`config.mk`:
```
export PLATFORM = sky130hd
export DESIGN_NAME = gsm_ctrl
export DESIGN_NICKNAME = d
export VERILOG_FILES = /design/src/design/gsm_pkg.sv /design/src/design/gsm_ctrl.sv
export VERILOG_INCLUDE_DIRS = /design/src /design/src/design
export SDC_FILE = /design/constraint.sdc
export NUM_CORES = 1
export LEC_CHECK = 0
export BUFFER_PORTS_ARGS = -buffer_cell sky130_fd_sc_hd__buf_2
export CAP_MARGIN = 0
export CORE_AREA = 2 2 51 53
export CTS_CLUSTER_SIZE = 28
export DETAILED_ROUTE_END_ITERATION = 16
export DIE_AREA = 0 0 53 55
export PLACE_DENSITY = 0.59
export SLEW_MARGIN = 40
export SYNTH_ARGS = -nofsm -noshare
export SYNTH_HDL_FRONTEND = slang
export SYNTH_SLANG_ARGS = --single-unit
```
`constraint.sdc`:
```
create_clock -name clk -period 1.56 [get_ports clk]
set_input_delay 0.078 -clock clk [delete_from_list [all_inputs] [get_ports clk]]
set_output_delay 0.078 -clock clk [all_outputs]
set_load 0.01 [all_outputs]
```
`src/design/assert_macros.svh`:
```
// ----------------------------------------------------------------------------
// assert_macros.svh
// concurrent assertion helpers, empty when SYNTH is defined
// ----------------------------------------------------------------------------
`ifndef ASSERT_MACROS_SVH
`define ASSERT_MACROS_SVH
`ifndef SYNTH
`define ASSERT_ALWAYS(lbl, cond, msg) \
  lbl: assert property (@(posedge clk) disable iff (!rst_n) (cond)) else $error(msg);
`define ASSERT_NEXT(lbl, pre, post, msg) \
  lbl: assert property (@(posedge clk) disable iff (!rst_n) (pre) |=> (post)) else $error(msg);
`else
`define ASSERT_ALWAYS(lbl, cond, msg)
`define ASSERT_NEXT(lbl, pre, post, msg)
`endif
`endif

```
`src/design/gsm_pkg.sv`:
```
// ----------------------------------------------------------------------------
// gsm_pkg
// shared types of the generational slot map
// ----------------------------------------------------------------------------
`timescale 1ns / 1ps
package gsm_pkg;

  localparam int FUNC_W = 3;

  typedef enum logic [FUNC_W-1:0] {
    F_ADD    = 3'd0,
    F_REMOVE = 3'd1,
    F_SET    = 3'd2,
    F_GET    = 3'd3,
    F_HAS    = 3'd4,
    F_CLEAR  = 3'd5
  } func_t;

  typedef enum logic [4:0] {
    U_NOP,
    U_LOAD,
    U_KEY_RD,
    U_KEY_CHK,
    U_KEY_FIN,
    U_GET_RD,
    U_GET_FIN,
    U_SET_WR,
    U_HAS_OK,
    U_RM_RD,
    U_RM_MOVE,
    U_RM_FREE,
    U_ADD_NEW,
    U_ADD_RD,
    U_ADD_CAP,
    U_ADD_WR,
    U_CLR_INIT,
    U_CLR_RD,
    U_CLR_WR,
    U_PUBLISH
  } uop_t;

  typedef struct packed {
    uop_t uop;
  } cmd_t;

  typedef struct packed {
    logic [FUNC_W-1:0] func;
    logic              key_valid;
    logic              is_last;
    logic              add_ok;
    logic              add_new;
    logic              clr_more;
  } status_t;

endpackage

```
`src/design/gsm_ctrl.sv`:
```
// ----------------------------------------------------------------------------
// gsm_ctrl
// operation sequencer and stream handshake
// ----------------------------------------------------------------------------
`timescale 1ns / 1ps
`include "assert_macros.svh"
module gsm_ctrl
  import gsm_pkg::*;
(
  input  logic    clk,
  input  logic    rst_n,
  input  logic    in_tvalid,
  output logic    in_tready,
  output logic    out_tvalid,
  input  logic    out_tready,
  input  status_t st,
  output cmd_t    cmd
);

  typedef enum logic [4:0] {
    S_IDLE, S_DISPATCH, S_KEY_RD, S_KEY_CHK, S_KEY_FIN, S_KEY_DEC,
    S_GET_RD, S_GET_FIN, S_SET_WR, S_HAS_OK, S_RM_RD, S_RM_MOVE, S_RM_FREE,
    S_ADD_NEW, S_ADD_RD, S_ADD_CAP, S_ADD_WR, S_CLR_INIT, S_CLR_CHK,
    S_CLR_RD, S_CLR_WR, S_DONE
  } state_t;

  state_t state_r, state_nxt;
  logic   out_valid_r, out_valid_nxt;
  uop_t   uop;

  always_comb begin
    state_nxt = state_r;
    uop       = U_NOP;
    unique case (state_r)
      S_IDLE: begin
        if (in_tvalid) begin
          uop       = U_LOAD;
          state_nxt = S_DISPATCH;
        end
      end
      S_DISPATCH: begin
        unique case (st.func)
          F_ADD: begin
            if (!st.add_ok) state_nxt = S_DONE;
            else if (st.add_new) state_nxt = S_ADD_NEW;
            else state_nxt = S_ADD_RD;
          end
          F_REMOVE, F_SET, F_GET, F_HAS: state_nxt = S_KEY_RD;
          F_CLEAR: state_nxt = S_CLR_INIT;
          default: state_nxt = S_DONE;
        endcase
      end
      S_KEY_RD: begin
        uop       = U_KEY_RD;
        state_nxt = S_KEY_CHK;
      end
      S_KEY_CHK: begin
        uop       = U_KEY_CHK;
        state_nxt = S_KEY_FIN;
      end
      S_KEY_FIN: begin
        uop       = U_KEY_FIN;
        state_nxt = S_KEY_DEC;
      end
      S_KEY_DEC: begin
        if (!st.key_valid) begin
          state_nxt = S_DONE;
        end else begin
          unique case (st.func)
            F_REMOVE: state_nxt = st.is_last ? S_RM_FREE : S_RM_RD;
            F_SET:    state_nxt = S_SET_WR;
            F_GET:    state_nxt = S_GET_RD;
            F_HAS:    state_nxt = S_HAS_OK;
            default:  state_nxt = S_DONE;
          endcase
        end
      end
      S_GET_RD: begin
        uop       = U_GET_RD;
        state_nxt = S_GET_FIN;
      end
      S_GET_FIN: begin
        uop       = U_GET_FIN;
        state_nxt = S_DONE;
      end
      S_SET_WR: begin
        uop       = U_SET_WR;
        state_nxt = S_DONE;
      end
      S_HAS_OK: begin
        uop       = U_HAS_OK;
        state_nxt = S_DONE;
      end
      S_RM_RD: begin
        uop       = U_RM_RD;
        state_nxt = S_RM_MOVE;
      end
      S_RM_MOVE: begin
        uop       = U_RM_MOVE;
        state_nxt = S_RM_FREE;
      end
      S_RM_FREE: begin
        uop       = U_RM_FREE;
        state_nxt = S_DONE;
      end
      S_ADD_NEW: begin
        uop       = U_ADD_NEW;
        state_nxt = S_ADD_WR;
      end
      S_ADD_RD: begin
        uop       = U_ADD_RD;
        state_nxt = S_ADD_CAP;
      end
      S_ADD_CAP: begin
        uop       = U_ADD_CAP;
        state_nxt = S_ADD_WR;
      end
      S_ADD_WR: begin
        uop       = U_ADD_WR;
        state_nxt = S_DONE;
      end
      S_CLR_INIT: begin
        uop       = U_CLR_INIT;
        state_nxt = S_CLR_CHK;
      end
      S_CLR_CHK: state_nxt = st.clr_more ? S_CLR_RD : S_DONE;
      S_CLR_RD: begin
        uop       = U_CLR_RD;
        state_nxt = S_CLR_WR;
      end
      S_CLR_WR: begin
        uop       = U_CLR_WR;
        state_nxt = S_CLR_CHK;
      end
      S_DONE: begin
        if (!out_valid_r || out_tready) begin
          uop       = U_PUBLISH;
          state_nxt = S_IDLE;
        end
      end
      default: state_nxt = S_IDLE;
    endcase
  end

  always_comb begin
    out_valid_nxt = out_valid_r;
    if (uop == U_PUBLISH) out_valid_nxt = 1'b1;
    else if (out_tready) out_valid_nxt = 1'b0;
  end

  always_ff @(posedge clk) begin
    if (!rst_n) begin
      state_r     <= S_IDLE;
      out_valid_r <= 1'b0;
    end else begin
      state_r     <= state_nxt;
      out_valid_r <= out_valid_nxt;
    end
  end

  assign cmd.uop    = uop;
  assign in_tready  = (state_r == S_IDLE);
  assign out_tvalid = out_valid_r;

  `ASSERT_ALWAYS(a_publish_free, (uop != U_PUBLISH) || !out_valid_r || out_tready,
    "result overwritten before taken")
  `ASSERT_NEXT(a_accept_dispatch, in_tvalid && in_tready, state_r == S_DISPATCH,
    "accepted item not dispatched")
  `ASSERT_NEXT(a_publish_valid, uop == U_PUBLISH, out_valid_r && state_r == S_IDLE,
    "published result not shown")

endmodule

```
* Yosys cells after proc, flatten, opt, wreduce, memory -nomap -nowiden
Index checks and enable logic that the tools add are counted.
** Storage, ports and cells
- Input bits :: 12
- Output and inout port bits :: 7
- Register bits after elaboration :: 6
** Cells by class
- Equal/unequal tests :: 29
- Muxes and demuxes :: 15
- Reductions and logical operators :: 10
** Operator list (number)
- $pmux W5 S19 :: 1
- $pmux W5 S16 :: 1
- $eq A5 B4 Y1 const B :: 8
- $eq A5 B5 Y1 const B :: 7
- $mux W5 :: 5
- $eq A5 B3 Y1 const B :: 4
- $pmux W5 S4 :: 1
- $pmux W5 S3 :: 1
- $eq A5 B2 Y1 const B :: 2
- $eq A3 B2 Y1 const B :: 2
- $eq A3 B3 Y1 const B :: 2
- $mux W3 :: 2
- $eq A5 B1 Y1 const B :: 1
- $logic_not A5 Y1 :: 1
- $reduce_or A5 Y1 :: 1
- $ne A2 B2 Y1 const B :: 2
- $reduce_or A2 Y1 :: 2
- $reduce_or A4 Y1 :: 1
- $eq A3 B1 Y1 const B :: 1
- $logic_not A3 Y1 :: 1
- $mux W1 :: 3
- $mux W2 :: 1
- $reduce_and A2 Y1 :: 1
- $reduce_bool A2 Y1 :: 1
- other kinds (2) :: 2

* Logic depth before layout (Yosys ltp)
- Word-level depth :: 6
- Gate-level depth with buffers :: 6
- Mapped depth without buffers :: 4

* Least setup slack after synthesis
Ideal clock, no wire load.
- Path type :: flip-flop to output port
- From :: register state_r[2]
- To :: output port cmd[0] (netlist bit)
- Data required time :: 1.482 ns
- Stages on the path, launching flop included :: 6
- Path slack :: 0.193 ns
- Arrival :: 1.289 ns
- Cells stage by stage :: dfxtp_1 > buf_2 > buf_2 > a21oi_1 > o31a_1 > o32ai_1
** RTL lines
- start, declared :: RTL line gsm_ctrl.sv:27 : state_t state_r, state_nxt;
- start signal, assigned :: RTL line gsm_ctrl.sv:156 : state_r <= state_nxt;
- end, declared :: RTL line gsm_ctrl.sv:17 : output cmd_t cmd

==> flow_summary.ini <==
[global_routing]
antenna_found_initial = 0
grt_max_degree = 21
grt_use_total = 0.219
grt_pass1_vias = 1009
grt.overflow.total = 0
grt_pass1_wl_um = 4740

[sta]
slew-limit-headroom = 0.760
skew_ns = 0.00662
drv_slew = 0
setup-tns-final_ns = -0.0373
hold_viol = 0
setup_viol = 1
fin_crit_sh = 1.02
fin_hold_ws_ns = 0.0949
timing.final.ws_setup_ns = -0.0373
worst_slew_pin_slew_ns = 0.351
fin_crit_ns = 1.60
fmax_mhz = 626
grt_setup_unrepaired = true

[detailed_routing]
via_per_inst = 6.35
m1WireLength_um = 1140
routed_wl_um = 2850
drtIter0Drc = 57
wl_met3_um = 265
dr.max_layer_used = met4
firstDrtPassIters = 4
wl_met2_um = 1350
routedWlPerCell_um = 16.6
drc = 0
drt.antenna.violating_nets = 0
num_vias = 1093

[job]
maxCapViolCount = 0

[clocking]
cts_buffers = 3
cts.path.max_buffers = 2
path_clk_slew_ns = 0.04
cts_root_buf = clkbuf_4
cts_sinks = 6
tritoncts = done
htree_levels = 1
clock_latency_ns = 0.25

[place]
port_buffers = 18
placed_cells = 169
place_area_mm2 = 0.00103
gp_congestion = 1.07
dpl_worst_slack_ns = 0.00960
hpwlAfterDp_um = 2040

[logic_synthesis]
syn_area_per_cell_um2 = 7.26
synth_cell_types = 48
synth_seq_area_share = 0.134
synth_ff_type = dfxtp_1
synth_edf_count = 0
ys_ff_latch = 6
synthesis.area_um2 = 893
synth_cells = 123
ys_warn_count = 0
syn_nets = 135
async_flop_share = 0

[layout]
postLayoutCellArea_mm2 = 0.00110
syn2layout_area_growth_pct = 23.4
fin_util = 0.466
layout_commonest_cell = buf_2
n_fill_cell = 238
final_cell_mix = buf_2 (18), a21oi_1 (9), buf_4 (8), nand2b_1 (7), nor2b_1 (7)
drive_gt1_frac = 0.338
final_cells = 172
n_antenna_cell = 0
fin_nets = 156

[die]
initial_utilization = 0.378
ioPinCount = 19
die_w_um = 53
row_count = 18
core_mm2 = 0.00236
design.die.area_mm2 = 0.00292
die_h_um = 55

[power]
total_power_mw = 1.63
ir_worst_vdd_mv = 0.932
powerDensity_mw_per_mm2 = 1470
leakage_nw = 0.415

[run_status]
violations = setup timing
status = complete, but fails checks

[setup_path]
critPathKind = reg2out
reg2reg_slack_ns = 0.10
start_kind = flip-flop
cp_max_fo = 3
worstPathRequired_ns = 1.48
endpoint_kind = primary output
worstPathArrival_ns = 1.52

[worst_hold_path]
hold_path.class = in2reg
## critical path, stage by stage, from the launching register on
cell and delay, ns:
dfxtp_2 0.37, or3b_4 0.42, a21oi_2 0.13, a41oi_1 0.05, o32ai_1 0.12, buf_2 0.17
## power breakdown
| group | internal (mW) | leakage [nW] | switching [mW] | total [mW] |
|---|---|---|---|---|
| clock | 0.0875 | 0.0138 | 0.0630 | 0.151 |
| sequential | 0.209 | 0.0513 | 0.0860 | 0.295 |
| combinational | 0.539 | 0.350 | 0.641 | 1.18 |
## cell type report
type / instances / area, um2 / area share
Multi-Input combinational cell: 98 / 698 / 0.633
Timing Repair Buffer: 29 / 193 / 0.175
Sequential cell: 6 / 129 / 0.117
Tap cell: 30 / 37.5 / 0.0341
Clock buffer: 3 / 22.5 / 0.0204
Inverter: 6 / 22.5 / 0.0204
## logic make-up after synthesis
logic type             share of synthesized area
AO/OA/AOI/OAI                              0.385
XOR/XNOR                                 0.00981
buffers and inverters                      0.120
flip-flops                                 0.134
multiplexers                              0.0224
AND/OR/NAND/NOR                            0.328
## Yosys cell counts (all sizes together), types with 2 or more instances
cell	number	area, um2
nand2	4	15.0
nor4	3	18.8
a41oi	2	17.5
o21ai	6	30.0
o22ai	4	25.0
o31a	4	35.0
clkbuf	3	11.3
dfxtp	6	120
inv	6	22.5
a211oi	3	22.5
a21oi	10	50.1
nor2b	8	50.1
nor3	3	20.0
nand4	3	18.8
a31oi	5	31.3
nor3b	2	15.0
buf	10	73.8
mux2i	2	20.0
nand2b	9	63.8
o311a	2	20.0
and2	3	18.8
o32a	2	20.0
nor2	5	18.8
## flip-flops by register name, summed over array words and instances, names as in the netlist
signal,cells
state_r,5
out_tvalid,1
## repair_timing
item | 4_1_cts | 5_1_grt
pin swaps | 3 | 1
cloned | 0 | 0
setup endpoints to repair | 5 | 8
buffers inserted | 0 | 0
hold buffers | 0 | 0
resized for setup | 10 | 5
## worst paths after layout
| check | from | end | depth (start not counted) |
|---|---|---|---|
| setup / recovery | state_r[4]$_SDFFE_PN0P_ | cmd[0] | 5 |
| hold / removal | rst_n | state_r[4]$_SDFFE_PN0P_ | 2 |
| setup reg to reg | state_r[1]$_SDFFE_PN0P_ | state_r[0]$_SDFFE_PN0P_ | 5 |
| hold reg to reg | out_tvalid$_SDFFE_PN0P_ | out_tvalid$_SDFFE_PN0P_ | 2 |
## per-layer routing
metal | vias to the layer above | global-route usage
met5 | - | 0
met4 | 0 | 0.0897
met3 | 10 | 0.0269
met2 | 54 | 0.342
met1 | 515 | 0.307
li1 | 514 | -
Power figures use the tool's default switching activity.
